### config.mk
export PLATFORM = sky130hd
export DESIGN_NAME = cpct_park
export DESIGN_NICKNAME = d
export VERILOG_FILES = /design/src/cpct_pkg.sv /design/src/cpct_park.sv
export SDC_FILE = /design/constraint.sdc
export NUM_CORES = 2
export LEC_CHECK = 0
export ABC_AREA = 0
export BUFFER_PORTS_ARGS = -buffer_cell sky130_fd_sc_hd__buf_4
export CAP_MARGIN = 10
export CORE_ASPECT_RATIO = 0.6
export CORE_MARGIN = 2
export CORE_UTILIZATION = 40
export CTS_CLUSTER_DIAMETER = 120
export DETAILED_ROUTE_END_ITERATION = 16
export PLACE_DENSITY_LB_ADDON = 0.08
export SLEW_MARGIN = 20
export SYNTH_ARGS = -nofsm -noshare
export SYNTH_HDL_FRONTEND = slang
export SYNTH_SLANG_ARGS = --single-unit
### constraint.sdc
create_clock -name clk_i -period 7.3 [get_ports clk_i]
set_input_delay 0.73 -clock clk_i [delete_from_list [all_inputs] [get_ports clk_i]]
set_output_delay 0.73 -clock clk_i [all_outputs]
set_load 0.005 [all_outputs]
### src/cpct_pkg.sv
`default_nettype none

package cpct_pkg;

  localparam int SINE_BITS     = 16;
  localparam int CFG_INDEX_BITS = 4;
  localparam int CFG_DATA_BITS  = 16;

  localparam int          INV_SQRT3_Q16  = 37837;
  localparam logic [63:0] HALF_PI_Q30    = 64'd1686629713;
  localparam logic [63:0] SINE_AMPLITUDE = 64'd32767;

  typedef enum logic [1:0] {
    PHASE_ALL_SENSED = 2'd0,
    PHASE_A_MISSING  = 2'd1,
    PHASE_B_MISSING  = 2'd2,
    PHASE_C_MISSING  = 2'd3
  } phase_e;

  typedef enum logic [CFG_INDEX_BITS-1:0] {
    CFG_MISSING_PHASE     = 4'd0,
    CFG_POLE_COUNT        = 4'd1,
    CFG_REVERSE_DIRECTION = 4'd2,
    CFG_ZERO_OFFSET       = 4'd3
  } cfg_index_e;

  typedef struct packed {
    phase_e      missing_phase;
    logic [6:0]  pole_count;
    logic        reverse_direction;
    logic [15:0] zero_offset;
  } cfg_t;

  localparam phase_e      MISSING_PHASE_RST = PHASE_C_MISSING;
  localparam logic [6:0]  POLE_COUNT_RST    = 7'd1;
  localparam logic        REVERSE_RST       = 1'b0;
  localparam logic [15:0] ZERO_OFFSET_RST   = 16'd0;

  // per-stage load strobes
  typedef struct packed {
    logic s1;
    logic s2;
    logic s3;
    logic s4;
  } stage_ld_t;

  // alpha after phase rebuild
  function automatic int alpha_width(input int current_bits);
    return current_bits + 2;
  endfunction

  // beta sum carries three more bits, beta scaled by 1/sqrt3 seventeen more
  function automatic int beta_sum_width(input int current_bits);
    return current_bits + 3;
  endfunction

  function automatic int beta_width(input int current_bits);
    return current_bits + 20;
  endfunction

endpackage

`default_nettype wire

### src/cpct_park.sv
`default_nettype none

module cpct_park
  import cpct_pkg::*;
#(
  parameter int CURRENT_BITS = 16
) (
  input  logic                                        clk_i,
  input  stage_ld_t                                   ld_i,
  input  logic signed [alpha_width(CURRENT_BITS)-1:0] alpha_i,
  input  logic signed [beta_width(CURRENT_BITS)-1:0]  beta_i,
  input  logic signed [SINE_BITS-1:0]                 sin_i,
  input  logic signed [SINE_BITS-1:0]                 cos_i,
  output logic signed [CURRENT_BITS-1:0]              d_current_o,
  output logic signed [CURRENT_BITS-1:0]              q_current_o,
  output logic                                        saturated_o
);

  localparam int AW   = alpha_width(CURRENT_BITS);
  localparam int BWW  = beta_width(CURRENT_BITS);
  localparam int PAW  = AW + SINE_BITS;
  localparam int PBW  = BWW + SINE_BITS;
  localparam int SUMW = PBW + 1;
  localparam int RW   = SUMW - 31;
  localparam logic signed [SUMW-1:0] ROUND_BIAS = {{(SUMW-31){1'b0}}, 1'b1, 30'b0};

  logic signed [PAW-1:0] p_ac3_q, p_as3_q;
  logic signed [PBW-1:0] p_bc3_q, p_bs3_q;

  always_ff @(posedge clk_i) begin
    if (ld_i.s3) begin
      p_ac3_q <= PAW'(alpha_i) * PAW'(cos_i);
      p_as3_q <= PAW'(alpha_i) * PAW'(sin_i);
      p_bc3_q <= PBW'(beta_i) * PBW'(cos_i);
      p_bs3_q <= PBW'(beta_i) * PBW'(sin_i);
    end
  end

  logic signed [SUMW-1:0]         d_sum, q_sum;
  logic [RW-1:0]                  d_rnd, q_rnd;
  logic                           d_fits, q_fits;
  logic signed [CURRENT_BITS-1:0] d_d, q_d;

  always_comb begin
    d_sum  = (SUMW'(p_ac3_q) <<< 16) + SUMW'(p_bs3_q) + ROUND_BIAS;
    q_sum  = SUMW'(p_bc3_q) - (SUMW'(p_as3_q) <<< 16) + ROUND_BIAS;
    d_rnd  = d_sum[SUMW-1:31];
    q_rnd  = q_sum[SUMW-1:31];
    d_fits = (d_rnd[RW-1:CURRENT_BITS-1] == '0) || (d_rnd[RW-1:CURRENT_BITS-1] == '1);
    q_fits = (q_rnd[RW-1:CURRENT_BITS-1] == '0) || (q_rnd[RW-1:CURRENT_BITS-1] == '1);
    d_d    = d_fits ? d_rnd[CURRENT_BITS-1:0]
                    : {d_rnd[RW-1], {(CURRENT_BITS-1){~d_rnd[RW-1]}}};
    q_d    = q_fits ? q_rnd[CURRENT_BITS-1:0]
                    : {q_rnd[RW-1], {(CURRENT_BITS-1){~q_rnd[RW-1]}}};
  end

  logic signed [CURRENT_BITS-1:0] d4_q, q4_q;
  logic                           sat4_q;

  always_ff @(posedge clk_i) begin
    if (ld_i.s4) begin
      d4_q   <= d_d;
      q4_q   <= q_d;
      sat4_q <= ~(d_fits & q_fits);
    end
  end

  assign d_current_o = d4_q;
  assign q_current_o = q4_q;
  assign saturated_o = sat4_q;

endmodule

`default_nettype wire

# Word-level counts from Yosys, hierarchy flattened
# Index checks and enable logic that the tools add are counted.
# Widths: inputs -> output; s select.
[word_totals]
wordCells = 27
register_bits = 205
[op_classes]
muxes = 2
add_sub_neg = 4
n_reduce_logical = 4
bitwise_logic = 4
n_mul = 4
n_eq_ne = 2
[op_table]
columns = ["operator", "count"]
rows = [
  ["$add 53x32->53 const B", 2],
  ["$mul 36x16->52", 2],
  ["$mul 18x16->34", 2],
  ["$add 50x52->53", 1],
  ["$sub 52x50->53", 1],
  ["$mux 16", 2],
  ["$eq 7x7->1 const B", 2],
  ["$logic_not 7->1", 2],
  ["$not 1->1", 3],
  ["$logic_or 1x1->1", 2],
  ["$and 1x1->1", 1],
]

# Longest topological paths before layout
[depth]
depth_word = 6
depth_mapped = 28

# Worst setup path after synthesis
# OpenSTA, ideal clock, no wires.
[synth_path]
kind = "input -> register"
from = "in cos_i[1]"
to = "reg p_bc3_q[46], data pin"
arrival_ps = 7013
required_ps = 7040
path_buffers = 3
path_stages = 25
setup_slack_ps = 27
path_cell_list = "clkbuf_1 > clkbuf_1 > nand2_1 > fa_1 > fa_1 > fa_1 > inv_1 > fa_1 > fa_1 > inv_1 > fa_1 > inv_1 > ha_1 > clkbuf_1 > a211oi_1 > o21ai_0 > a221oi_1 > a2bb2oi_1 > a31oi_1 > o41ai_2 > o2111ai_1 > a41oi_1 > o21ai_0 > a31oi_1 > xnor2_1"
[synth_via]
elab_chain_cells = 1
[synth_lines]
columns = ["element", "line", "text"]
rows = [
  ["start, declared", "cpct_park.sv:13", "input logic signed [SINE_BITS-1:0] cos_i,"],
  ["$mul 36x16->52", "cpct_park.sv:34", "p_bc3_q <= PBW'(beta_i) * PBW'(cos_i);"],
  ["end signal, assigned", "cpct_park.sv:34", ""],
  ["end, declared", "cpct_park.sv:28", "logic signed [PBW-1:0] p_bc3_q, p_bs3_q;"],
]
# Every way passes these cells.
# A chain may end at the register's enable or synchronous reset.

# Final worst setup path
[layout_path]
from = "in beta_i[9]"
to = "reg p_bs3_q[44], data pin"
[layout_via]
elab_chain_cells = 1
[layout_lines]
columns = ["element", "line", "text"]
rows = [
  ["start, declared", "cpct_park.sv:11", "input logic signed [beta_width(CURRENT_BITS)-1:0] beta_i,"],
  ["$mul 36x16->52", "cpct_park.sv:35", "p_bs3_q <= PBW'(beta_i) * PBW'(sin_i);"],
  ["end signal, assigned", "cpct_park.sv:35", ""],
  ["end, declared", "cpct_park.sv:28", ""],
]
# Every way passes these cells.

==> metrics.md <==
| Metric | Value |
|---|---|
| Rows | 120 |
| CTS sink count | 188 |
| Mapped Cells | 7819 |
| Post-synth EDFFs | 188 |
| Most common cell after layout, fill and taps aside | inv_1 |
| First-pass iteration count of the detailed router | 6 |
| Ys Warns | 0 |
| Grt ovf | 0 |
| Filler Cell Count | 17800 |
| CTS tree | built |
| Total track usage | 25.0% |
| WL final | 220000 um |
| Fmax | 0.142 GHz |
| Post-Place Cell Area | 78400 um^2 |
| Pin count of the biggest net entering global routing | 71 |
| H-tree depth | 4 |
| Crit-path slowest cell | fa_1 |
| Netlist Area Pre-Place | 71600 um^2 |
| FFs w/ async S/R, synth | 0% |
| Most frequent cells in the layout | 1988 x inv_1, 1663 x fa_1, 1053 x nand2_1 |
| Beginning of the critical path | beta_i[9] |
| Reg area | 5650 um^2 |
| Synth area leader | fa_1 |
| DR iter-0 viols | 3998 |
| Crit path top cell by count | fa_1 |
| Post-synth top area share | 46.5% |
| ANT nets after route | 0 |
| Hold Fails Final Rpt | 0 |
| Startpoint Class | input pin |
| Max-cap violation count | 0 |
| CP max FO | 7 |
| Deepest clock path buffer count | 2 |
| Final period utilization | 96.6% |
| Setup TNS | 0 ps |
| RSZ-0062 raised after global routing | yes |
| Finished Layout Cells | 10500 |
| Placed cells | 10500 |
| Total CTS buffers | 17 |
| Initial antenna violation count | 22 |
| Synth-to-Final Area Change | 10.7% |
| Hold Path Origin | ld_i[1] |
| Setup CP Type | in -> reg |
| Seq/Total Area, Yosys | 7.89% |
| Crit end category | flop |
| Worst-Margin Slew | 1010 ps |
| Clk_lat worst skew | 530 ps |
| Cell area after layout | 79200 um^2 |
| Crit-path max cell delay | 570 ps |
| Die Wd | 550 um |
| Placer congestion estimate | 0.880 |
| Fin util | 44.5% |
| Ys flop type | edfxtp_1 |
| Die Ht | 332 um |
| Worst hold path class | in -> reg |
| IO Count | 124 |
| DRC | 0 |
| Status | finished clean |
| Final setup fails | 0 |
| Syn_area_per_cell | 9.15 um^2 |
| Headroom to the max-slew limit | 32.8% |
| Yosys cell types | 88 |
| CP Data Required Time | 7580 ps |
| Starting density of the core | 40.2% |
| Period minus WS final | 7050 ps |
| Wire per inst | 20.9 um |
| Seq cells post-synth | 188 |
| Skew final | 18.8 ps |
| Vias in the first global route | 55100 |
| Clock Root Buffer | clkbuf_16 |
| Core Box Area | 178000 um^2 |
| PortBufs | 121 |
| Fin nets | 10400 |
| Layout cells sized above 1 | 9.04% |
| Slew Viols, Final | 0 |
| Area contributors post-synth | fa_1 47%, inv_1 10%, ha_1 9.9% |
| Area of the multi-input gates | 57200 um^2 |
| Critical R2R Launch | p_bc3_q[19] |
| CP Data Arrival Time | 7330 ps |
| HPWL after detailed placement | 189000 um |
| Reg clk slew, reported paths | 90 ps |
| Global-route wire length before repair | 343000 um |
| DR vias/cell | 4.96 |
| Die Area | 182000 um^2 |
| Vias | 52200 |
| Net Count, Synth | 10100 |
routing by layer:
metal  up-vias  routed length, um  GRT usage (%)
met5         -                  8              0
met4         2               2620           3.27
met3       138              19700           6.33
met2      1609              82500           32.3
met1     26800             115000           41.6
li1      23700                  -              -
worst paths after layout:
path / slack, ps / cells past startpoint / to
max reg2reg: 2320 / 13 / q_current_o[5]
min reg2reg: 1030 / 4 / q_current_o[10]
min: 580 / 1 / p_bc3_q[51]
max: 250 / 29 / p_bs3_q[44]
what timing repair did:
action / CTS / global route
hold buffers: 0 / 0
resized for setup: 3 / 49
setup endpoints to repair: 3 / 35
setup buffers: 0 / 0
pin swaps: 0 / 11
cell families (layout without fill, tap and decap cells):
logic type,after synthesis,after routing,share of synthesized area [%]
xor+xnor,204,204,2.50
flops,188,188,7.89
fa+ha+maj,2232,2232,56.5
mux,4,4,0.0577
compound gates,643,643,5.93
buf+inv,2360,2661,12.4
other cells,0,8,0
simple gates,2188,2188,14.8
synth_stat cells (all sizes together), types with 10 or more instances:
| library cell | number |
|---|---|
| inv | 1990 |
| fa | 1663 |
| nand2 | 1054 |
| and2 | 698 |
| ha | 569 |
| clkbuf | 341 |
| a21oi | 191 |
| edfxtp | 188 |
| nor2 | 183 |
| xnor2 | 147 |
| o21ai | 116 |
| a21o | 97 |
| xor2 | 57 |
| nand3 | 51 |
| nand2b | 41 |
| nor3 | 38 |
| a211oi | 31 |
| nand4 | 31 |
| o21a | 29 |
| buf | 28 |
| o21bai | 28 |
| and3 | 26 |
| o211ai | 22 |
| a21boi | 20 |
| a31oi | 16 |
| nor2b | 15 |
| or2 | 14 |
| o31ai | 11 |
| a211o | 10 |
through the flow:
stage	hold WS, ps	setup WS (ps)
2_1_floorplan	842	27.0
3_3_place_gp	1010	-567
3_5_place_dp	1010	-634
4_1_cts	546	70.4
5_1_grt	566	-51.5
6_report	578	248
area by class of cell:
| class | count | area share [%] |
|---|---|---|
| multi-input cells | 5271 | 72.1 |
| inverters | 1991 | 9.43 |
| flip-flops and latches | 188 | 7.12 |
| repair buffers | 638 | 6.75 |
| well taps | 2379 | 3.76 |
| clock buffers | 17 | 0.537 |
| clock inverters | 15 | 0.229 |
| diodes | 8 | 0.0253 |
state kept, by name, indices dropped and copies added (netlist names):
| name | cells |
|---|---|
| p_as3_q | 34 |
| p_ac3_q | 34 |
| p_bs3_q | 36 |
| q_current_o | 16 |
| saturated_o | 1 |
| p_bc3_q | 51 |
| d_current_o | 16 |
worst max-delay path, delay by kind of cell:
family / cells / cell delay [ps]
simple gates: 2 / 300
xor+xnor: 1 / 130
compound gates: 8 / 1530
buf+inv: 11 / 1270
fa+ha+maj: 7 / 3320
Power is not shown: default switching activity piles up to over one toggle a cycle in this logic, so the estimate is an artifact.
