## config.mk

```make
export PLATFORM = sky130hd
export DESIGN_NAME = cpct_clarke
export DESIGN_NICKNAME = d
export VERILOG_FILES = /design/src/cpct_pkg.sv /design/src/cpct_clarke.sv
export SDC_FILE = /design/constraint.sdc
export NUM_CORES = 1
export LEC_CHECK = 0
export ABC_AREA = 1
export ABC_CLOCK_PERIOD_IN_PS = 13700
export BUFFER_PORTS_ARGS = -buffer_cell sky130_fd_sc_hd__buf_4
export CAP_MARGIN = 10
export CORE_UTILIZATION = 60
export CTS_BUF_LIST = sky130_fd_sc_hd__clkbuf_16
export DETAILED_ROUTE_END_ITERATION = 7
export GPL_TIMING_DRIVEN = 0
export PLACE_DENSITY_LB_ADDON = 0.25
export SLEW_MARGIN = 20
export SYNTH_ARGS = -nofsm -noshare
export SYNTH_HDL_FRONTEND = slang
export SYNTH_SLANG_ARGS = --single-unit
```

## constraint.sdc

```tcl
create_clock -name clk_i -period 13.7 [get_ports clk_i]
set_clock_uncertainty 0.15 [all_clocks]
set_input_delay 0.685 -clock clk_i [delete_from_list [all_inputs] [get_ports clk_i]]
set_output_delay 0.685 -clock clk_i [all_outputs]
set_load 0.01 [all_outputs]
```

## src/cpct_pkg.sv

```systemverilog
`default_nettype none

package cpct_pkg;

  localparam int SINE_BITS     = 16;
  localparam int CFG_INDEX_BITS = 4;
  localparam int CFG_DATA_BITS  = 16;

  localparam int          INV_SQRT3_Q16  = 37837;
  localparam logic [63:0] HALF_PI_Q30    = 64'd1686629713;
  localparam logic [63:0] SINE_AMPLITUDE = 64'd32767;

  typedef enum logic [1:0] {
    PHASE_ALL_SENSED = 2'd0,
    PHASE_A_MISSING  = 2'd1,
    PHASE_B_MISSING  = 2'd2,
    PHASE_C_MISSING  = 2'd3
  } phase_e;

  typedef enum logic [CFG_INDEX_BITS-1:0] {
    CFG_MISSING_PHASE     = 4'd0,
    CFG_POLE_COUNT        = 4'd1,
    CFG_REVERSE_DIRECTION = 4'd2,
    CFG_ZERO_OFFSET       = 4'd3
  } cfg_index_e;

  typedef struct packed {
    phase_e      missing_phase;
    logic [6:0]  pole_count;
    logic        reverse_direction;
    logic [15:0] zero_offset;
  } cfg_t;

  localparam phase_e      MISSING_PHASE_RST = PHASE_C_MISSING;
  localparam logic [6:0]  POLE_COUNT_RST    = 7'd1;
  localparam logic        REVERSE_RST       = 1'b0;
  localparam logic [15:0] ZERO_OFFSET_RST   = 16'd0;

  // per-stage load strobes
  typedef struct packed {
    logic s1;
    logic s2;
    logic s3;
    logic s4;
  } stage_ld_t;

  // alpha after phase rebuild
  function automatic int alpha_width(input int current_bits);
    return current_bits + 2;
  endfunction

  // beta sum carries three more bits, beta scaled by 1/sqrt3 seventeen more
  function automatic int beta_sum_width(input int current_bits);
    return current_bits + 3;
  endfunction

  function automatic int beta_width(input int current_bits);
    return current_bits + 20;
  endfunction

endpackage

`default_nettype wire

```

## src/cpct_clarke.sv

```systemverilog
`default_nettype none

module cpct_clarke
  import cpct_pkg::*;
#(
  parameter int CURRENT_BITS = 16
) (
  input  logic                                         clk_i,
  input  cfg_t                                         cfg_i,
  input  stage_ld_t                                    ld_i,
  input  logic signed [CURRENT_BITS-1:0]               ia_current_i,
  input  logic signed [CURRENT_BITS-1:0]               ib_current_i,
  input  logic signed [CURRENT_BITS-1:0]               ic_current_i,
  output logic signed [alpha_width(CURRENT_BITS)-1:0]  alpha2_o,
  output logic signed [beta_width(CURRENT_BITS)-1:0]   beta2_o
);

  localparam int AW  = alpha_width(CURRENT_BITS);
  localparam int BSW = beta_sum_width(CURRENT_BITS);
  localparam int BWW = beta_width(CURRENT_BITS);
  localparam logic signed [BWW-1:0] INV_SQRT3 = BWW'(INV_SQRT3_Q16);

  logic signed [AW-1:0]  ia_x, ib_x, ic_x;
  logic signed [AW-1:0]  alpha_d, b_phase;
  logic signed [BSW-1:0] beta_sum_d;
  logic signed [AW-1:0]  alpha1_q, alpha2_q;
  logic signed [BSW-1:0] beta_sum1_q;
  logic signed [BWW-1:0] beta2_q;

  always_comb begin
    ia_x = AW'(ia_current_i);
    ib_x = AW'(ib_current_i);
    ic_x = AW'(ic_current_i);
    case (cfg_i.missing_phase)
      PHASE_A_MISSING: begin
        alpha_d = -(ib_x + ic_x);
        b_phase = ib_x;
      end
      PHASE_B_MISSING: begin
        alpha_d = ia_x;
        b_phase = -(ia_x + ic_x);
      end
      default: begin
        alpha_d = ia_x;
        b_phase = ib_x;
      end
    endcase
    if (cfg_i.missing_phase == PHASE_ALL_SENSED) begin
      beta_sum_d = BSW'(ib_x) - BSW'(ic_x);
    end else begin
      beta_sum_d = BSW'(alpha_d) + (BSW'(b_phase) <<< 1);
    end
  end

  always_ff @(posedge clk_i) begin
    if (ld_i.s1) begin
      alpha1_q    <= alpha_d;
      beta_sum1_q <= beta_sum_d;
    end
    if (ld_i.s2) begin
      alpha2_q <= alpha1_q;
      beta2_q  <= BWW'(beta_sum1_q) * INV_SQRT3;
    end
  end

  assign alpha2_o = alpha2_q;
  assign beta2_o  = beta2_q;

endmodule

`default_nettype wire

```

Word-level counts from Yosys, hierarchy flattened
Cells that the tools add are included.

Register bits after elaboration: 91. Bits in latches: 0. Bits in writable memories: 0. ROM bits: 0. Input bits: 79. Output and inout port bits: 54. Logic and storage cells: 17. Memories kept: 0.

Add/sub/neg operators: 6. $mul: 1. Div/mod/pow operators: 0. Magnitude comparators: 0. Equality and inequality tests: 2. Shift-type cells: 0. Mux-type cells: 3. Bitwise logic cells: 0. Reductions and logical operators: 1.

Operators by type and width (count): $mul A19 B17 Y36 const B (1); $mux W18 (2); $neg A17 Y18 (2); $add A16 B16 Y17 (2); $add A18 B19 Y19 (1); $mux W19 (1); $sub A16 B16 Y17 (1); $eq A2 B1 Y1 const B (1); $eq A2 B2 Y1 const B (1); $logic_not A2 Y1 (1).

Depth between registers and ports, before layout
Word-level depth: 5. Gate-level depth with buffers: 26.

Least setup slack after synthesis
No wires, ideal clock.

Path type: register to register. Start: reg beta_sum1_q[9]. End: reg beta2_q[31], in the netlist beta2_o[31] (data pin). Library setup time: 0.252 ns. Data arrival time: 4.916 ns. Data required time: 13.298 ns. Setup slack: 8.382 ns. Cell stages (with the launch flop): 21. Clock period less this slack: 5.318 ns. Cells stage by stage: edfxtp_1 ha_1 xnor2_1 inv_1 ha_1 inv_1 fa_1 inv_1 fa_1 fa_1 inv_1 fa_1 inv_1 ha_1 a21o_1 a21oi_1 o21ai_0 a221oi_2 nand2_1 nand2_1 nand2_1.

Cells in the longest elaborated chain, start to end: 1.

Ends and longest elaborated chain: start, declared (line cpct_clarke.sv:27) `logic signed [BSW-1:0] beta_sum1_q;`; start signal, assigned (line cpct_clarke.sv:58) `beta_sum1_q <= beta_sum_d;`; $mul A19 B17 Y36 (line cpct_clarke.sv:62) `beta2_q <= BWW'(beta_sum1_q) * INV_SQRT3;`; end signal, assigned (line cpct_clarke.sv:62); end, declared (line cpct_clarke.sv:28) `logic signed [BWW-1:0] beta2_q;`.

No other way between the ends. A chain may end at the register's enable or synchronous reset.

Worst setup path after layout
Start: reg beta_sum1_q[9]. End: reg beta2_q[32], in the netlist beta2_o[32] (data pin).

Same word-level chain as after synthesis.

==> impl.org <==
** Floorplanning
- After floorplanning, the core was divided into 55 placement rows.
- The floorplan step defined a core boundary enclosing 0.0227 mm^2.
- For this configuration, the core starts out at a cell density of 0.612.
- Area of the die :: 0.0238 mm^2
- The floorplan step set the die height to 154 um.
- Boundary pin count :: 133
- Die X :: 154 um

** Outcome
- Run status :: finished clean

** Timing
- Unrepaired setup endpoints after global routing :: false
- Setup total negative slack on the finished layout was measured at 0 ps.
- Total count of hold-check failures in the final report :: 0
- For the pin with the worst max-slew slack, the measured transition is 778 ps.
- Measured against its own limit, the worst slew margin works out to 0.482.
- Dividing the final minimum period by the clock period gives 0.435.
- Setup violations remaining at the end of the flow were counted as 0.
- Fmax achieved :: 168 MHz
- The number of pins exceeding their max-slew limit in the final report is 0.
- Subtracting the final worst setup slack from the clock period gives 5960 ps.

** Worst setup path
- Walking the worst path, the cells encountered are ha_1 > xnor2_1 > inv_1 > ha_1 > inv_1 > fa_1 > inv_1 > fa_1 > fa_1 > inv_1 > fa_1 > inv_1 > ha_1 > nand2_1 > nor2_1 > inv_1 > nor3_1 > nand4_1 > nand3_1 > a21oi_1 > xor2_1.
- The worst register-to-register path begins at beta_sum1_q[9]$_DFFE_PP_.
- The critical path is of the reg -> reg type.
- Most frequent cell on the critical path :: sky130_fd_sc_hd__inv_1
- For the worst setup path, the data required time is 13660 ps.
- Critical path startpoint category :: flip-flop
- Of all nets on the critical path, the largest fanout is 6.
- In this run the register-to-register setup slack is 7740 ps.
- Crit. Startpoint :: beta_sum1_q[9]$_DFFE_PP_
- Worst Path Buf+Inv :: 6
- Max stage delay on crit path :: 550 ps
- Setup crit end kind :: flip-flop
- Data arrival at the endpoint of the critical path :: 5920 ps
- Register-to-Register Path Depth :: 21
- Among cell families on the critical path, the largest total delay comes from adder cells.
- Endpoint of the worst-slack reg-to-reg timing path :: beta2_o[32]$_DFFE_PP_
- Critical path's slowest cell :: sky130_fd_sc_hd__edfxtp_1

** Synth
- Synthesis instantiated 52 different standard cells from the library.
- After synthesis the netlist holds a flip-flop and latch count of 91.
- Synth area leaders :: sky130_fd_sc_hd__ha_1 22%, sky130_fd_sc_hd__edfxtp_1 20%, sky130_fd_sc_hd__fa_1 16%
- Counting flops with an async set or reset pin after synthesis yields a share of 0.
- Post-synth EDFFs :: 91
- For this run, the register share of the synthesized area comes to 0.196.
- The cell count after synthesis came out at 1697.
- Portion of synthesized cell area occupied by the leading cell type :: 0.220
- After synthesis the cells add up to 0.0139 mm^2.
- Yosys printed 0 warnings.
- In this run the mean area of a mapped cell was 8.20 um^2.
- Of all cell types, the one taking the most synthesized area is sky130_fd_sc_hd__ha_1.
- For this run, the leading register cell type out of synthesis is sky130_fd_sc_hd__edfxtp_1.
- The number of nets in the synthesized netlist is 2134.

** Detailed routing
- The detailed router used layers up to and including met4.
- In the detailed route, the total length drawn on met3 is 982 um.
- The first detailed-routing pass ran for 7 iterations.
- Across all layers, the routed design uses 11100 vias.
- Total length of routed met2 wires :: 16300 um
- DRT antenna net count :: 0
- Dividing the detail-routed via count by the number of cells gives 5.29.
- After detailed routing, the average wire length per cell comes to 15.2 um.
- After detailed routing, the total wire length is 32000 um.
- For this block, the initial DRC count from the detailed router was 522.
- Wire length on met1 :: 13800 um
- Post-route DRC :: 0

** CTS
- The H-tree was split into 3 levels.
- TritonCTS built the clock tree.
- For the worst-skew pair, the clock arrives at the later sink with an insertion delay of 360 ps.
- After clock tree synthesis, the clock-pin slew on the worst setup and hold paths is 90 ps.
- Root buffer cell :: sky130_fd_sc_hd__clkbuf_16
- Post-CTS repair changed the size of 0 cells.
- In this run, post-CTS hold repair placed 0 buffers.
- The clock drives 91 sinks.
- Number of setup buffers added after CTS :: 0
- Max Buffers Root-to-Sink :: 2
- Clock buffer count from CTS :: 9

** Global route
- Vias in the first global route :: 11200
- Entering global routing, the biggest net connects 55 pins.
- GR Util All Layers :: 0.283
- Global-route wire length before repair :: 53300 um
- The number of antenna violations at the first check in global routing came to 0.
- Leftover overflow at the end of global routing :: 0

** Hold path
- Along the worst hold path, the cell count comes to 0.
- Hold endpoint :: alpha2_o[6]$_DFFE_PP_
- The startpoint identified for the worst hold timing path is alpha1_q[6]$_DFFE_PP_.
- The min-delay analysis places its worst path in the category reg -> reg.

** Finish
- # nets final :: 2251
- Antenna cells :: 0
- Fraction of layout instances using a drive strength above 1 :: 0.0984
- From synthesis to final layout, the design area changed by 10.4%.

** Placed design
- Detailed placement ended at an HPWL of 27700 um.
- Count of input and output buffers :: 106
- Final weighted congestion in routability-driven placement :: 0.957

** Flow run
- The tool flagged a number of max-cap violations equal to 0.
## worst register-to-register path: stages, from the launching register on
cell                       delay, ps
sky130_fd_sc_hd__edfxtp_1        550
sky130_fd_sc_hd__ha_1            460
sky130_fd_sc_hd__xnor2_1         280
sky130_fd_sc_hd__inv_1            80
sky130_fd_sc_hd__ha_1            290
sky130_fd_sc_hd__inv_1            50
sky130_fd_sc_hd__fa_1            500
sky130_fd_sc_hd__inv_1            50
sky130_fd_sc_hd__fa_1            520
sky130_fd_sc_hd__fa_1            560
sky130_fd_sc_hd__inv_1            60
sky130_fd_sc_hd__fa_1            520
sky130_fd_sc_hd__inv_1            40
sky130_fd_sc_hd__ha_1            360
sky130_fd_sc_hd__nand2_1         110
sky130_fd_sc_hd__nor2_1          110
sky130_fd_sc_hd__inv_1            50
sky130_fd_sc_hd__nor3_1          300
sky130_fd_sc_hd__nand4_1         180
sky130_fd_sc_hd__nand3_1         240
sky130_fd_sc_hd__a21oi_1         120
sky130_fd_sc_hd__xor2_1          150
## kinds of logic (layout without fill, tap and decap cells)
| kind of cell | count (synthesis) | count (layout) | share of synthesized area |
|---|---|---|---|
| flops | 91 | 91 | 0.196 |
| simple gates | 468 | 468 | 0.145 |
| compound gates | 266 | 266 | 0.112 |
| buf+inv | 447 | 569 | 0.122 |
| xor+xnor | 67 | 67 | 0.0427 |
| fa+ha+maj | 358 | 358 | 0.383 |
## cell type report
cell class	count	area (um^2)
clock buffer	9	225
inverter	436	1640
sequential	91	2730
clock inverter	7	65.1
tap	285	357
timing repair buffer	106	796
fill	1879	7360
multi-input combinational	1159	9490
buffer	11	53.8
## metrics by stage
| step | cell area [um^2] | utilization | hold slack, ps | setup WS [ps] | instances |
|---|---|---|---|---|---|
| final | 15400 | 0.676 | 257 | 7740 | 2104 |
| after global placement | 15100 | 0.663 | 251 | 7850 | 2088 |
| after floorplan | 13900 | - | 250 | 8380 | 1697 |
| after CTS | 15400 | 0.676 | 258 | 7760 | 2104 |
| after detailed placement | 15100 | 0.663 | 255 | 7760 | 2088 |
| after global routing | 15400 | 0.676 | 264 | 7510 | 2104 |
## flip-flops by register name, indices dropped and copies added, names as in the netlist
name         cells
alpha1_q        18
beta2_o         36
beta_sum1_q     19
alpha2_o        18
## worst max path at each step
stage	cells past startpoint	to	slack [ps]
floorplan	20	beta2_o[31]$_DFFE_PP_	8380
global placement	21	beta2_o[32]$_DFFE_PP_	7850
detailed placement	21	beta2_o[32]$_DFFE_PP_	7760
CTS	21	beta2_o[32]$_DFFE_PP_	7760
global route	21	beta2_o[32]$_DFFE_PP_	7510
finish	21	beta2_o[32]$_DFFE_PP_	7740
## synthesized netlist by cell type, drive strengths merged (7+ instances only)
master,n
a21boi,7
a21o,10
a21oi,111
a31oi,11
edfxtp,91
fa,113
ha,245
inv,435
nand2,270
nand3,61
nand4,13
nor2,85
nor3,11
o21ai,93
o21bai,13
or2,17
xnor2,21
xor2,46
## layer usage
layer,vias to the layer above,GRT usage
met5,-,0
met4,0,0.0938
met3,61,0.0263
met2,248,0.532
met1,5179,0.339
li1,5638,-
## cell usage in the layout, fill, tap and decap left out, drive strengths merged, types with 3 or more instances in the layout
cell / n
o21bai: 13
o21ai: 93
nor2: 85
buf: 111
a21oi: 111
nor4: 4
nand4: 13
a211oi: 3
inv: 440
nor3: 11
nand3: 61
a21o: 10
fa: 113
a221oi: 4
ha: 245
clkinv: 3
a21boi: 7
xnor2: 21
edfxtp: 91
xor2: 46
nand2: 270
and2: 5
o211ai: 3
or2: 17
clkbuf: 15
a31oi: 11
Power is left out: the tool's default activity adds up to more than one toggle a clock period on the data nets, which glitch-free logic cannot reach.
