--- src/cpct_pkg.sv ---
`default_nettype none

package cpct_pkg;

  localparam int SINE_BITS     = 16;
  localparam int CFG_INDEX_BITS = 4;
  localparam int CFG_DATA_BITS  = 16;

  localparam int          INV_SQRT3_Q16  = 37837;
  localparam logic [63:0] HALF_PI_Q30    = 64'd1686629713;
  localparam logic [63:0] SINE_AMPLITUDE = 64'd32767;

  typedef enum logic [1:0] {
    PHASE_ALL_SENSED = 2'd0,
    PHASE_A_MISSING  = 2'd1,
    PHASE_B_MISSING  = 2'd2,
    PHASE_C_MISSING  = 2'd3
  } phase_e;

  typedef enum logic [CFG_INDEX_BITS-1:0] {
    CFG_MISSING_PHASE     = 4'd0,
    CFG_POLE_COUNT        = 4'd1,
    CFG_REVERSE_DIRECTION = 4'd2,
    CFG_ZERO_OFFSET       = 4'd3
  } cfg_index_e;

  typedef struct packed {
    phase_e      missing_phase;
    logic [6:0]  pole_count;
    logic        reverse_direction;
    logic [15:0] zero_offset;
  } cfg_t;

  localparam phase_e      MISSING_PHASE_RST = PHASE_C_MISSING;
  localparam logic [6:0]  POLE_COUNT_RST    = 7'd1;
  localparam logic        REVERSE_RST       = 1'b0;
  localparam logic [15:0] ZERO_OFFSET_RST   = 16'd0;

  // per-stage load strobes
  typedef struct packed {
    logic s1;
    logic s2;
    logic s3;
    logic s4;
  } stage_ld_t;

  // alpha after phase rebuild
  function automatic int alpha_width(input int current_bits);
    return current_bits + 2;
  endfunction

  // beta sum carries three more bits, beta scaled by 1/sqrt3 seventeen more
  function automatic int beta_sum_width(input int current_bits);
    return current_bits + 3;
  endfunction

  function automatic int beta_width(input int current_bits);
    return current_bits + 20;
  endfunction

endpackage

`default_nettype wire

--- src/cpct_angle.sv ---
`default_nettype none

module cpct_angle
  import cpct_pkg::*;
#(
  parameter int ANGLE_BITS = 16
) (
  input  logic                  clk_i,
  input  cfg_t                  cfg_i,
  input  stage_ld_t             ld_i,
  input  logic [ANGLE_BITS-1:0] rotor_pos_i,
  output logic [ANGLE_BITS-1:0] eangle1_o,
  output logic [ANGLE_BITS-1:0] eangle4_o
);

  localparam int PW = ANGLE_BITS + 7;

  logic [ANGLE_BITS-1:0] shaft_dir;
  logic [PW-1:0]         prod;
  logic [ANGLE_BITS-1:0] eangle_d;
  logic [ANGLE_BITS-1:0] eangle1_q, eangle2_q, eangle3_q, eangle4_q;

  always_comb begin
    shaft_dir = cfg_i.reverse_direction ? ('0 - rotor_pos_i) : rotor_pos_i;
    prod      = PW'(shaft_dir) * PW'(cfg_i.pole_count);
    eangle_d  = prod[ANGLE_BITS-1:0] - ANGLE_BITS'(cfg_i.zero_offset);
  end

  always_ff @(posedge clk_i) begin
    if (ld_i.s1) eangle1_q <= eangle_d;
    if (ld_i.s2) eangle2_q <= eangle1_q;
    if (ld_i.s3) eangle3_q <= eangle2_q;
    if (ld_i.s4) eangle4_q <= eangle3_q;
  end

  assign eangle1_o = eangle1_q;
  assign eangle4_o = eangle4_q;

endmodule

`default_nettype wire

--- config.mk ---
export PLATFORM = sky130hd
export DESIGN_NAME = cpct_angle
export DESIGN_NICKNAME = d
export VERILOG_FILES = /design/src/cpct_pkg.sv /design/src/cpct_angle.sv
export SDC_FILE = /design/constraint.sdc
export NUM_CORES = 1
export LEC_CHECK = 0
export ABC_AREA = 1
export BUFFER_PORTS_ARGS = -buffer_cell sky130_fd_sc_hd__buf_2
export CAP_MARGIN = 40
export CORE_MARGIN = 10
export CORE_UTILIZATION = 45
export CTS_CLUSTER_SIZE = 12
export DETAILED_ROUTE_END_ITERATION = 10
export PLACE_DENSITY = 0.61
export SLEW_MARGIN = 30
export SYNTH_ARGS = -nofsm -noshare
export SYNTH_HDL_FRONTEND = slang
export SYNTH_SLANG_ARGS = --single-unit
--- constraint.sdc ---
create_clock -name clk_i -period 17.7 [get_ports clk_i]
set_input_delay 3.54 -clock clk_i [delete_from_list [all_inputs] [get_ports clk_i]]
set_output_delay 3.54 -clock clk_i [all_outputs]
set_load 0.05 [all_outputs]
; Word level (Yosys, flattened, before mapping)
; Index checks and enable logic that the tools add are counted.
[totals]
ff_bits = 64
inputBits = 47
[classes]
add_sub_neg = 2
multipliers = 1
mux = 1
[op_table]
columns = op, n
row1 = 16-bit by 7-bit multiplier with 16-bit output, 1
row2 = 16-bit two-way mux, 1
row3 = 1-bit by 16-bit subtractor with 16-bit output (first input constant), 1
row4 = 16-bit subtractor, 1

; Longest topological paths before layout
; Gate-level depths: netlist of the first run.
[logic_depth]
depth_word = 4
ltp_mapped = 28

; Least setup slack after synthesis of the first run
; OpenSTA, ideal clock, no wires.
[synth_path]
path_kind = input port to flip-flop
start = input port rotor_pos_i[0]
end = register eangle1_q[13], in the netlist eangle1_o[13] (data pin)
setup_ps = 259
t_arrival_ps = 7868
required_time_ps = 17441
path_slack_ps = 9573
cell_stages = 24
n_path_buf = 1
path_cell_list = buf_6 inv_1 ha_1 nand2_2 nand2_1 or2_2 nand2_1 nand2_1 fa_1 fa_1 inv_1 fa_1 inv_1 fa_1 inv_1 ha_1 a21oi_1 o21ai_0 nor2_1 nor2_1 nor2_1 o21bai_1 a31oi_1 xnor2_1
[synth_between]
elab_chain_cells = 4
[synth_rtl]
columns = element, line_no
row1 = from (decl), cpct_angle.sv:11  ; input logic [ANGLE_BITS-1:0] rotor_pos_i,
row2 = 1-bit by 16-bit subtractor with 16-bit output, cpct_angle.sv:24  ; shaft_dir = cfg_i.reverse_direction ? ('0 - rotor_pos_i) : rotor_pos_i;
row3 = 16-bit two-way mux (*), cpct_angle.sv:24
row4 = 16-bit by 7-bit multiplier with 16-bit output (*), cpct_angle.sv:25  ; prod = PW'(shaft_dir) * PW'(cfg_i.pole_count);
row5 = 16-bit subtractor (*), cpct_angle.sv:26  ; eangle_d = prod[ANGLE_BITS-1:0] - ANGLE_BITS'(cfg_i.zero_offset);
row6 = via eangle_d[13], cpct_angle.sv:20  ; logic [ANGLE_BITS-1:0] eangle_d;
row7 = to (signal assigned), cpct_angle.sv:30  ; if (ld_i.s1) eangle1_q <= eangle_d;
row8 = to (decl), cpct_angle.sv:21  ; logic [ANGLE_BITS-1:0] eangle1_q, eangle2_q, eangle3_q, eangle4_q;
; The timed path passes the listed nets; every way through them passes the cells marked *.
; A chain may end at the register's enable or synchronous reset.

; Worst setup path after layout of the first run
[layout_path]
start = input port rotor_pos_i[0]
end = register eangle1_q[15], in the netlist eangle1_o[15] (data pin)
; The elaborated chain is that of the path after synthesis.

==> flow_results.org, run 1 <==
** Run status
- The run finished with clean final reports.

** Logic synthesis
- Register area share after synthesis :: 34.9%
- Summing every instance area after synthesis gives 5500 um2.
- Counting every net in the synthesized netlist gives 721.
- Number of standard cells after synthesis :: 580
- Syn avg cell area :: 9.48 um2
- sky130_fd_sc_hd__edfxtp_1 takes more of the synthesized area than any other cell.
- Synthesis inferred 64 register bits.
- After synthesis, the largest area contributor takes up 34.9% of total cell area.
- Yosys attributes the largest share of cell area to sky130_fd_sc_hd__edfxtp_1 (35%), sky130_fd_sc_hd__fa_1 (24%), sky130_fd_sc_hd__inv_1 (9.9%).
- Synthesis instantiated 33 different standard cells from the library.
- Number of synthesis warnings :: 0

** Routing
- Dividing the detail-routed wire length by the instance count gives 13.6 um.
- The detail route stage leaves a number of antenna-violating nets equal to 0.
- Number of vias after detailed routing :: 3924
- Summed over all layers, the routed wires come to 11000 um.
- Before antenna repair, the detailed router went through 4 iterations.
- The detailed router finished its first iteration with 181 violations.
- In the routed layout, each cell is associated on average with a via count of 4.84.
- After detailed routing, the number of remaining DRC violations is 0.

** Setup path
- Data on the critical path is required at its endpoint by 17750 ps.
- On the worst path, the slowest cell contributes a delay of 560 ps.
- In this run the register-to-register setup slack is 17020 ps.
- For the worst setup path, the data arrival time is 8620 ps.
- The setup path with the least slack is of type in -> reg.
- Of all nets on the critical path, the largest fanout is 9.
- Endpoint type of the worst setup path :: register
- By instance count, the cell type seen most on the critical path is sky130_fd_sc_hd__nand2_1.
- Slowest cell on the critical path :: sky130_fd_sc_hd__fa_1
- Buffer and inverter count on the worst path :: 5
- Worst-path cell chain :: buf_2, nor3_4, nand2_2, o31ai_1, or2_2, nand2_1, inv_1, nor2_1, fa_1, fa_1, fa_1, inv_1, fa_1, inv_1, ha_1, nand2_1, nor2_1, nand2_1, o21ai_0, xnor2_2, inv_1, nand2_1, nand2_1
- In this design, the largest share of critical-path delay is due to adder cells.
- STA classifies the critical path startpoint as a primary input.

** GRT
- The layer flagged by global routing as most heavily used is met2.
- Number of global-route vias before repair :: 4176
- In the global route stage, met3 resource usage came out at 2.46%.
- Entering global routing, the biggest net connects 21 pins.
- The number of antenna violations at the first check in global routing was 0.
- Global routing consumed, on the met2 layer, 25.7% of the routing resources.
- Total routing usage reported by global routing :: 13.7%
- Global routing usage on met1 :: 15.2%
- First-pass GRT wire length :: 18800 um
- GR Overflow Total :: 0

** Clocking
- Post-CTS sizing :: 0
- Clock latency at the later pin of the worst-skew pair :: 320 ps
- Clock-pin slew of the registers on the worst-case setup and hold paths :: 50 ps
- TritonCTS created 9 clock buffers.
- The clock passes through at most 2 buffers.
- CTS Hold Buffers Added :: 0
- The clock tree synthesis step divided the H-tree into 3 levels.
- The tree is rooted in a sky130_fd_sc_hd__clkbuf_16.
- TritonCTS clock tree :: yes
- CTS saw 64 sinks.
- Post-CTS Setup Inserts :: 0

** Die
- DIE HEIGHT :: 131 um
- Die Area :: 17000 um2
- The initialized floorplan defines 40 standard-cell rows.
- Initial cell density of the core :: 45.8%
- The floorplan step set the die width to 131 um.
- The floorplan step defined a core boundary enclosing 12000 um2.
- Ports :: 79

** Placement
- Count of port buffers added during placement :: 76
- GPL Wtd Cong :: 0.875
- Hpwl dp :: 9490 um

** Timing
- Setup repair after global routing missed its margin :: no
- Setup Total Neg Slack :: 0 ps
- The count of pins over their slew limit was 0.
- Shortest period the worst path allows :: 8560 ps
- Final hold violation count :: 0
- Final setup skew :: 2.73 ps
- The final critical path takes up 48.4% of the cycle.
- Count of final setup violators :: 0
- Headroom to the max-slew limit came out at 65.5%.
- Static timing analysis puts the maximum clock frequency at 117 MHz.
- For the pin with the worst max-slew slack, the measured transition is 512 ps.

** Power
- Dividing total power by cell area gives a power density of 152 nW/um2.
- After layout, the design draws a total of 0.950 mW.
- Summed over all cells, the static leakage comes to 3.12 nW.
- Across the VDD grid, the largest voltage drop is 0.0597 mV.

** Run
- Number of max-cap violations :: 0

** Hold path
- The worst hold path belongs to the class reg -> reg.

** Final layout
- Measured on the finished design, the core utilization comes to 52.2%.
- The post-route netlist has 16.9% of its cells at a drive strength greater than 1.
- After filler insertion, the fill cell instance count of the layout stands at 1120.
- Diode insertion count for antenna repair :: 0
- For this run, the post-layout net count is 800.
- From synthesis to final layout, the design area changed by 13.9%.
-- Yosys cell counts, drive strengths merged --
library cell  count
o31ai             2
o21ai            13
ha               27
nand3b            2
a21o              2
nand2           117
fa               67
o21bai            1
nor2             71
or3               1
nand3            19
a31oi             3
nand4             4
or2               3
a21oi             8
clkbuf            3
buf               5
inv             145
xnor2             9
nor3              3
o211ai            1
a211oi            2
xor2              8
edfxtp           64
-- metal layers --
layer	part of all wire, %	up-vias
li1	-	1923
met1	40	1902
met2	53	84
met3	5.4	15
met4	1.5	0
met5	0	-
-- report_power, final --
part	internal (mW)	total [mW]	switching [mW]
registers	0.238	0.251	0.0130
clock network	0.0927	0.148	0.0557
logic	0.197	0.550	0.353
total	0.528	0.950	0.422
-- logic make-up after synthesis --
group                    after synthesis  synth area share [%]
AND/OR/NAND/NOR                      220                  17.3
buffers and inverters                153                  10.9
adder cells (fa/ha/maj)               94                  30.5
flip-flops                            64                  34.9
AO/OA/AOI/OAI                         32                  3.48
XOR/XNOR                              17                  2.84
-- registers in the layout, summed over array words and instances (netlist names) --
name and cells:
eangle1_o 16, eangle2_q 16, eangle3_q 16, eangle4_o 16
-- area by class of cell --
cell class / instances / area (um2) / share of cell area [%]
clock buffer: 11 / 233 / 3.71
tap: 147 / 184 / 2.94
clock inverter: 5 / 23.8 / 0.379
sequential: 64 / 1920 / 30.7
timing repair buffer: 76 / 380 / 6.07
multi-input combinational: 363 / 2980 / 47.5
inverter: 145 / 544 / 8.69
-- final timing paths --
path | startpoint | end | depth (start not counted)
worst max-delay path | rotor_pos_i[0] | eangle1_o[15] | 23
worst min register to register | eangle3_q[11] | eangle4_o[11] | 0
worst min-delay path | eangle3_q[11] | eangle4_o[11] | 0
worst max register to register | eangle1_o[10] | eangle2_q[10] | 0
-- per-stage QoR --
stage	cell area (um2)	hold WS [ps]	cells	setup slack (ps)
finish	6260	415	811	9140
global placement	6010	400	795	8830
CTS	6260	416	811	9130
floorplan	5500	400	580	9570
detailed placement	6010	405	795	8800
global route	6260	422	811	8810
-- layout by cell type (no fill, tap or decap), drive strengths merged, types with 11 or more instances in the layout --
cell type,n
nand3,19
edfxtp,64
ha,27
clkbuf,11
o21ai,13
fa,67
nand2,117
buf,76
inv,145
nor2,71
No activity file was read; power rests on OpenSTA's default activity.
==> inputs of run 2 (changes only) <==
--- a/config.mk
+++ b/config.mk
@@ -5,7 +5,7 @@
 export SDC_FILE = /design/constraint.sdc
 export NUM_CORES = 1
 export LEC_CHECK = 0
-export ABC_AREA = 1
+export ABC_AREA = 0
 export BUFFER_PORTS_ARGS = -buffer_cell sky130_fd_sc_hd__buf_2
 export CAP_MARGIN = 40
 export CORE_MARGIN = 10
==> constraint.sdc (replaced) <==
create_clock -name clk_i -period 7.9 [get_ports clk_i]
set_input_delay 1.58 -clock clk_i [delete_from_list [all_inputs] [get_ports clk_i]]
set_output_delay 1.58 -clock clk_i [all_outputs]
set_load 0.05 [all_outputs]
==> run 2 against run 1 <==
  * Wire length shrank 11%
  * Combinational power grew 150%
  * Non-clock buffer count grew 1
  * Core utilization grew 1.1 points
  * Sequential power grew 130%
  * Final area shrank 2.5%
  * Highest routed layer unchanged
  * Synthesized cell count shrank 19%
  * Clock power grew 130%
  * Clock skew grew 1.3 ps
  * Critical path type unchanged
==> flow_results.org, run 2 <==
** GRT
- The number of antenna violations at the first check in global routing was 0.
- For met2 alone, demand over resource in global routing was 20.1%.
- Largest net degree at the start of global routing :: 17
- Grt met3 use :: 3.37%
- For met1 alone, demand over resource in global routing was 15.9%.
- The first global-routing pass estimated 16800 um of wire.
- In this run the most used layer during global routing was met2.
- GR Overflow Total :: 0
- Number of global-route vias before repair :: 3631
- Total routing usage reported by global routing :: 12.4%

** Logic synthesis
- EDFF count, synth :: 64
- After synthesis, the most frequently instantiated cells are sky130_fd_sc_hd__inv_1 (102), sky130_fd_sc_hd__fa_1 (67), sky130_fd_sc_hd__edfxtp_1 (64).
- Number of standard cells after synthesis :: 467
- Yosys instantiated no cell more often than sky130_fd_sc_hd__inv_1.
- Main area contributors after synthesis :: sky130_fd_sc_hd__edfxtp_1 (36%), sky130_fd_sc_hd__fa_1 (25%), sky130_fd_sc_hd__inv_1 (7.2%)
- Number of nets produced by synthesis :: 608
- Main synth FF type :: sky130_fd_sc_hd__edfxtp_1
- The biggest area contributor in the post-synthesis netlist is sky130_fd_sc_hd__edfxtp_1.
- Register area share after synthesis :: 36.3%
- Top cell type's share of synthesized area :: 36.3%
- Synth cell types :: 37
- During synthesis, Yosys emitted a total of 0 warnings.
- Syn avg cell area :: 11.4 um2
- Count of state elements after synthesis :: 64
- The cell area that synthesis handed to floorplanning was 5300 um2.
- Async set or reset register ratio after synthesis :: 0%

** Clocking
- Post-CTS Setup Inserts :: 0
- The clock drives 64 sinks.
- TritonCTS built the clock tree.
- Clock-pin slew was measured on the worst setup and hold paths at 50 ps.
- CTS Hold Buffers Added :: 0
- The H-tree generated during clock tree synthesis spans 3 levels.
- Post-CTS sizing :: 0
- Inserted Clock Buffers :: 9
- Cell chosen for the clock root :: sky130_fd_sc_hd__clkbuf_16
- Maximum clock path buffer count :: 2
- Clock latency on the worst-skew pair, taken at its later pin, is 320 ps.

** Timing
- Setup Total Neg Slack :: 0 ps
- For the pin with the worst max-slew slack, the measured transition is 699 ps.
- Setup repair after global routing missed its margin :: no
- Achievable clock frequency :: 147 MHz
- The count of pins over their slew limit was 0.
- Final setup skew :: 4.03 ps
- Final hold violation count :: 0
- Setup violations remaining at the end of the flow were counted as 0.
- Of the available clock period, the critical path in the final layout requires 86.1%.
- Worst relative slew slack :: 52.1%
- On the final layout, the worst hold slack is 412 ps.
- Shortest period the worst path allows :: 6800 ps

** Routing
- Before antenna repair, the detailed router went through 4 iterations.
- Antenna Violating Nets Remaining :: 0
- Dividing the detail-routed wire length by the instance count gives 14.1 um.
- For this block, the initial DRC count from the detailed router was 124.
- The routed design has 9770 um of wire.
- For this block, the via count after detailed routing is 3320.
- In the routed layout, each cell is associated on average with a via count of 4.78.
- Drc violations :: 0

** Final layout
- From synthesis to final layout, the design area changed by 15.3%.
- Net total in the final layout :: 688
- Of the cells placed in the final design, the portion with a size suffix greater than 1 is 17.4%.
- Non-filler instance count after layout :: 695
- Leaving out fill and tap cells, the most frequent cells in the layout are sky130_fd_sc_hd__inv_1 (102), sky130_fd_sc_hd__buf_2 (76), sky130_fd_sc_hd__fa_1 (67).
- The repair_antennas step left the layout with diodes totalling 0.
- Most frequent standard cell in the layout excluding fill and tap cells :: sky130_fd_sc_hd__inv_1

** Placement
- Count of port buffers added during placement :: 76
- The wire-length estimate of the detail-placed layout is 7990 um.
- Routability-driven placement finished with a final weighted congestion of 0.789.
- Placed Cells incl. Taps :: 679

** Setup path
- Counting both buffers and inverters, the worst setup path holds a total of 3.
- Endpoint type of the worst setup path :: register
- Worst path most repeated cell :: sky130_fd_sc_hd__fa_1
- Slowest cell on the critical path :: sky130_fd_sc_hd__or4_1
- Of all nets on the critical path, the largest fanout is 10.
- Type of element launching the critical path :: primary input
- Crit path largest cell delay :: 560 ps
- Flop-to-flop setup slack :: 7220 ps
- Data arrives at the worst endpoint at 6850 ps.
- Data on the critical path is required at its endpoint by 7960 ps.
- Type of the setup path with the least slack :: in -> reg
- Crit path max-delay family :: adder cells
- Worst-path cell chain :: buf_2, or4_1, or2_4, o31ai_1, xor2_1, nor2b_1, fa_1, fa_1, fa_1, inv_1, fa_1, inv_1, ha_1, a21o_1, a21oi_1, o211ai_1, a221oi_1, xnor2_1

** Power
- The worst-case IR drop observed on VDD is 0.303 mV.
- Total power :: 2.28 mW
- P per Cell Area :: 373 nW/um2
- Static leakage :: 2.78 nW

** Die
- In this run the core area contains 39 standard-cell rows.
- The core region is 11500 um2.
- Pin placement for this block handled 79 I/O pins.
- Width of the chip :: 129 um
- The die covers 16500 um2.
- In this run the vertical extent of the chip is 129 um.
- The initial utilization of the core area, before any placement, comes to 46.2%.

** Hold path
- The min-delay analysis places its worst path in the category reg -> reg.

** Run
- Across the run, the number of max-cap violations was 0.

** Run status
- Run status :: completed
## run 2: cell types whose count changed in the layout (fill, tap and decap cells not counted), sizes merged, moves of 19 or more
cell / change
nor2: -64
nor2b: +31
nand3: -19
inv: -42
nand2: -80
and2: +27
## run 2: routing by layer
metal	vias up	wire [um]
met5	-	0
met4	0	82
met3	7	762
met1	1589	4480
li1	1626	-
met2	98	4440
## run 2: logic make-up after synthesis
family          share of synthesized area, %
flops                                   36.3
compound gates                          4.81
xor+xnor                                5.97
mux                                    0.566
fa+ha+maj                               31.7
buf+inv                                 7.79
simple gates                            12.9
## run 2: worst paths after layout
path | from | endpoint | cells after the start
hold / removal | eangle2_q[8] | eangle3_q[8] | 0
hold reg to reg | eangle2_q[8] | eangle3_q[8] | 0
setup / recovery | rotor_pos_i[0] | eangle1_o[15] | 18
setup reg to reg | eangle1_o[11] | eangle2_q[11] | 0
## run 2: where the power goes
group | internal [mW] | switching [mW]
Combinational | 0.548 | 0.807
Clock | 0.211 | 0.134
Sequential | 0.548 | 0.0292
## run 2: layout make-up
| class | instances | area [um2] |
|---|---|---|
| Fill cell | 972 | 5360 |
| Multi-Input combinational cell | 293 | 2970 |
| Sequential cell | 64 | 1920 |
| Timing Repair Buffer | 77 | 388 |
| Inverter | 102 | 383 |
| Clock buffer | 9 | 225 |
| Tap cell | 143 | 179 |
| Clock inverter | 7 | 47.5 |
## run 2: metrics by stage
step / setup WS [ps] / instance area (um2) / util [%]
6_report: 1100 / 6110 / 53.3
5_1_grt: 705 / 6110 / 53.3
4_1_cts: 1120 / 6110 / 53.3
3_5_place_dp: 789 / 5840 / 50.9
3_3_place_gp: 842 / 5840 / 50.9
2_1_floorplan: 1450 / 5300 / -
==> inputs of run 3 (changes only) <==
--- a/config.mk
+++ b/config.mk
@@ -5,7 +5,7 @@
 export SDC_FILE = /design/constraint.sdc
 export NUM_CORES = 1
 export LEC_CHECK = 0
-export ABC_AREA = 0
+export ABC_AREA = 1
 export BUFFER_PORTS_ARGS = -buffer_cell sky130_fd_sc_hd__buf_2
 export CAP_MARGIN = 40
 export CORE_MARGIN = 10
==> constraint.sdc (replaced) <==
create_clock -name clk_i -period 7.1 [get_ports clk_i]
set_input_delay 1.42 -clock clk_i [delete_from_list [all_inputs] [get_ports clk_i]]
set_output_delay 1.42 -clock clk_i [all_outputs]
set_load 0.05 [all_outputs]
==> run 3 against run 2 <==
  * Sequential share of layout area fell by 1.2 points
  * Flip-flop and latch count did not move
  * Die area rose by 3.1%
  * Clock skew fell by 0.68 ps
  * Cell count rose by 17%
  * Count of clock-buffer cells in the layout did not move
  * Register-to-register slack got worse by 790 ps
  * First-iteration DRC count rose by 65%
  * Highest routed layer unchanged
==> flow_results.org, run 3 (synthesis results as in run 1) <==
** Timing
- Shortest period the worst path allows :: 6290 ps
- Final period utilization :: 88.6%
- Across the routed clock network, the largest skew measured is 3.36 ps.
- Setup repair after global routing left no endpoint under its margin.
- Based on the critical path, the design can be clocked at up to 159 MHz.
- In this run the tightest slew margin relative to its limit is 70.1%.
- The final hold violation count is 0.
- Setup Total Neg Slack :: 0 ps
- Setup violations remaining at the end of the flow were counted as 0.
- For the pin with the worst max-slew slack, the measured transition is 449 ps.
- The count of pins over their slew limit came to 0.

** Clocking
- In this run, CTS created clock tree buffers numbering 9.
- TritonCTS built the clock tree.
- The clock passes through at most 2 buffers.
- Cell chosen for the clock root :: sky130_fd_sc_hd__clkbuf_16
- Once the clock tree was built, the resizer swapped 0 gates to a different size.
- Clock latency at the later pin of the worst-skew pair :: 320 ps
- Number of levels in the clock H-tree :: 3
- After clock tree synthesis, the clock-pin slew on the worst setup and hold paths is 50 ps.
- Post-CTS Setup Inserts :: 0
- # clock sinks :: 64
- In this run, post-CTS hold repair placed 0 buffers.

** Final layout
- Net total in the final layout :: 802
- Final instance area :: 6340 um2
- The layout has 1114 filler cells.
- Most frequent standard cell in the layout excluding fill and tap cells :: sky130_fd_sc_hd__inv_1
- Proportion of layout cells with a drive suffix above 1 :: 17.9%
- Non-filler instance count after layout :: 813
- The number of antenna diodes in the final layout is 0.
- Commonest cells after routing, fill and taps aside :: sky130_fd_sc_hd__inv_1 (145), sky130_fd_sc_hd__nand2_1 (105), sky130_fd_sc_hd__buf_2 (76)
- Compared with the post-synthesis result, the final layout area differs by 15.4%.
- For this run, the share of the core covered by cells in the final layout is 52.8%.

** Routing
- After detailed routing, the number of remaining DRC violations is 0.
- Detailed-route wire length per cell :: 13.6 um
- Antenna Violating Nets Remaining :: 0
- First-pass iteration count of the detailed router :: 4
- Number of DRC violations after detailed-routing iteration 0 :: 204
- Via density :: 4.77
- Number of vias after detailed routing :: 3877
- Final wirelength :: 11100 um

** Power
- IR drop worst, VDD :: 0.183 mV
- Power comes to 2.46 mW.
- Switching power share of the total :: 43.1%
- Sequential Power Share :: 25.5%
- Fraction of power consumed by the clock network :: 18.5%
- Static leakage :: 3.17 nW
- Gate power share :: 56.1%
- Net switching power :: 1.06 mW
- The internal portion of the total power is 1.40 mW.
- P per Cell Area :: 388 nW/um2

** Setup path
- Destination of the worst register-to-register timing path :: eangle2_q[5]
- Type of element launching the critical path :: primary input
- The critical path contains buffers and inverters numbering 7 combined.
- STA puts the critical path data required time at 7160 ps.
- The worst register-to-register path has a setup slack of 6430 ps.
- Counting buffers and inverters, the worst setup path is 25 cells deep.
- R2R Path Start :: eangle1_o[5]
- At the worst endpoint, the arrival time is 6350 ps.
- The worst setup path is captured at a register.
- In this design, the largest share of critical-path delay is due to adder cells.
- The largest individual stage delay along the critical path comes from the cell sky130_fd_sc_hd__fa_1.
- Crit path largest cell delay :: 550 ps
- Type of the setup path with the least slack :: in -> reg
- Critical Path Fanout Max :: 9
- R2R cell count :: 0

** GRT
- The via count of the first global-routing pass came to 4243.
- Global routing consumed, over all layers together, 13.7% of the routing resources.
- Largest net degree at the start of global routing :: 20
- GR Overflow Total :: 0
- The number of antenna violations at the first check in global routing came to 0.
- First-pass GRT wire length :: 18800 um

** Placement
- Count of port buffers added during placement :: 76
- Hpwl dp :: 9520 um
- At the end of routability-driven placement, the weighted congestion stood at 0.866.
- Placed Cells incl. Taps :: 797
- Summing all placed instances gives a cell area of 6020 um2.

** Hold path
- The path class of the tightest hold or removal check is reg -> reg.
- The worst hold path passes through 0 cells.
- Beginning of the worst hold path :: eangle3_q[1]
- The path with the worst hold slack has its endpoint at eangle4_o[1].

** Die
- Width of the chip :: 131 um
- Ports :: 79
- The die covers 17000 um2.
- DIE HEIGHT :: 131 um
- Initial cell density of the core :: 45.8%
- Core Footprint :: 12000 um2
- The initialized floorplan defines 40 standard-cell rows.

** Run status
- The flow ran to the end, and the final reports show no timing, DRC or antenna violations.

** Run
- Number of max-cap violations :: 0
==> run 3: cell types whose count changed in the layout (fill, tap and decap cells not counted), moves of 4 or more <==
cell and change:
sky130_fd_sc_hd__nand2_2 +10, sky130_fd_sc_hd__nand2b_1 -11, sky130_fd_sc_hd__nand3_1 +17, sky130_fd_sc_hd__inv_1 +43
sky130_fd_sc_hd__o31ai_1 -4, sky130_fd_sc_hd__nor2b_1 -31, sky130_fd_sc_hd__xnor2_1 -16, sky130_fd_sc_hd__nor2_1 +61
sky130_fd_sc_hd__nand2_1 +68, sky130_fd_sc_hd__and2_1 -27, sky130_fd_sc_hd__nand4_1 +4
==> run 3: metal layers <==
metal | vias up | share of wire [%] | track usage, %
met3 | 15 | 4.0 | 1.69
li1 | 1923 | - | -
met5 | - | 0 | 0
met4 | 0 | 1.8 | 5.62
met1 | 1869 | 43 | 15.8
met2 | 70 | 51 | 25.2
==> run 3: power by group through the flow <==
stage	Combinational (mW)	Sequential, mW	Clock [mW]
2_1_floorplan	0.889	0.811	0
3_3_place_gp	1.36	0.631	0
3_5_place_dp	1.39	0.635	0
4_1_cts	1.40	0.629	0.463
5_1_grt	1.57	0.638	0.479
6_report	1.38	0.627	0.455
==> run 3: worst max path at each step <==
stage,from,end
final,rotor_pos_i[0],eangle1_o[15]
after floorplan,rotor_pos_i[0],eangle1_o[13]
after global routing,rotor_pos_i[0],eangle1_o[15]
after global placement,rotor_pos_i[0],eangle1_o[15]
after detailed placement,rotor_pos_i[0],eangle1_o[15]
after CTS,rotor_pos_i[0],eangle1_o[15]
==> run 3: cell type report <==
class	count	area, um2	share of cell area, %
Clock buffer	9	225	3.55
Multi-Input combinational cell	363	2980	46.9
Inverter	145	544	8.58
Timing Repair Buffer	78	395	6.23
Clock inverter	7	95.1	1.50
Sequential cell	64	1920	30.3
Tap cell	147	184	2.90
==> run 3: metrics by stage <==
step | hold slack, ps | setup slack (ps)
6_report | 416 | 809
5_1_grt | 423 | 491
4_1_cts | 418 | 799
3_5_place_dp | 405 | 471
3_3_place_gp | 401 | 522
2_1_floorplan | 400 | 1090
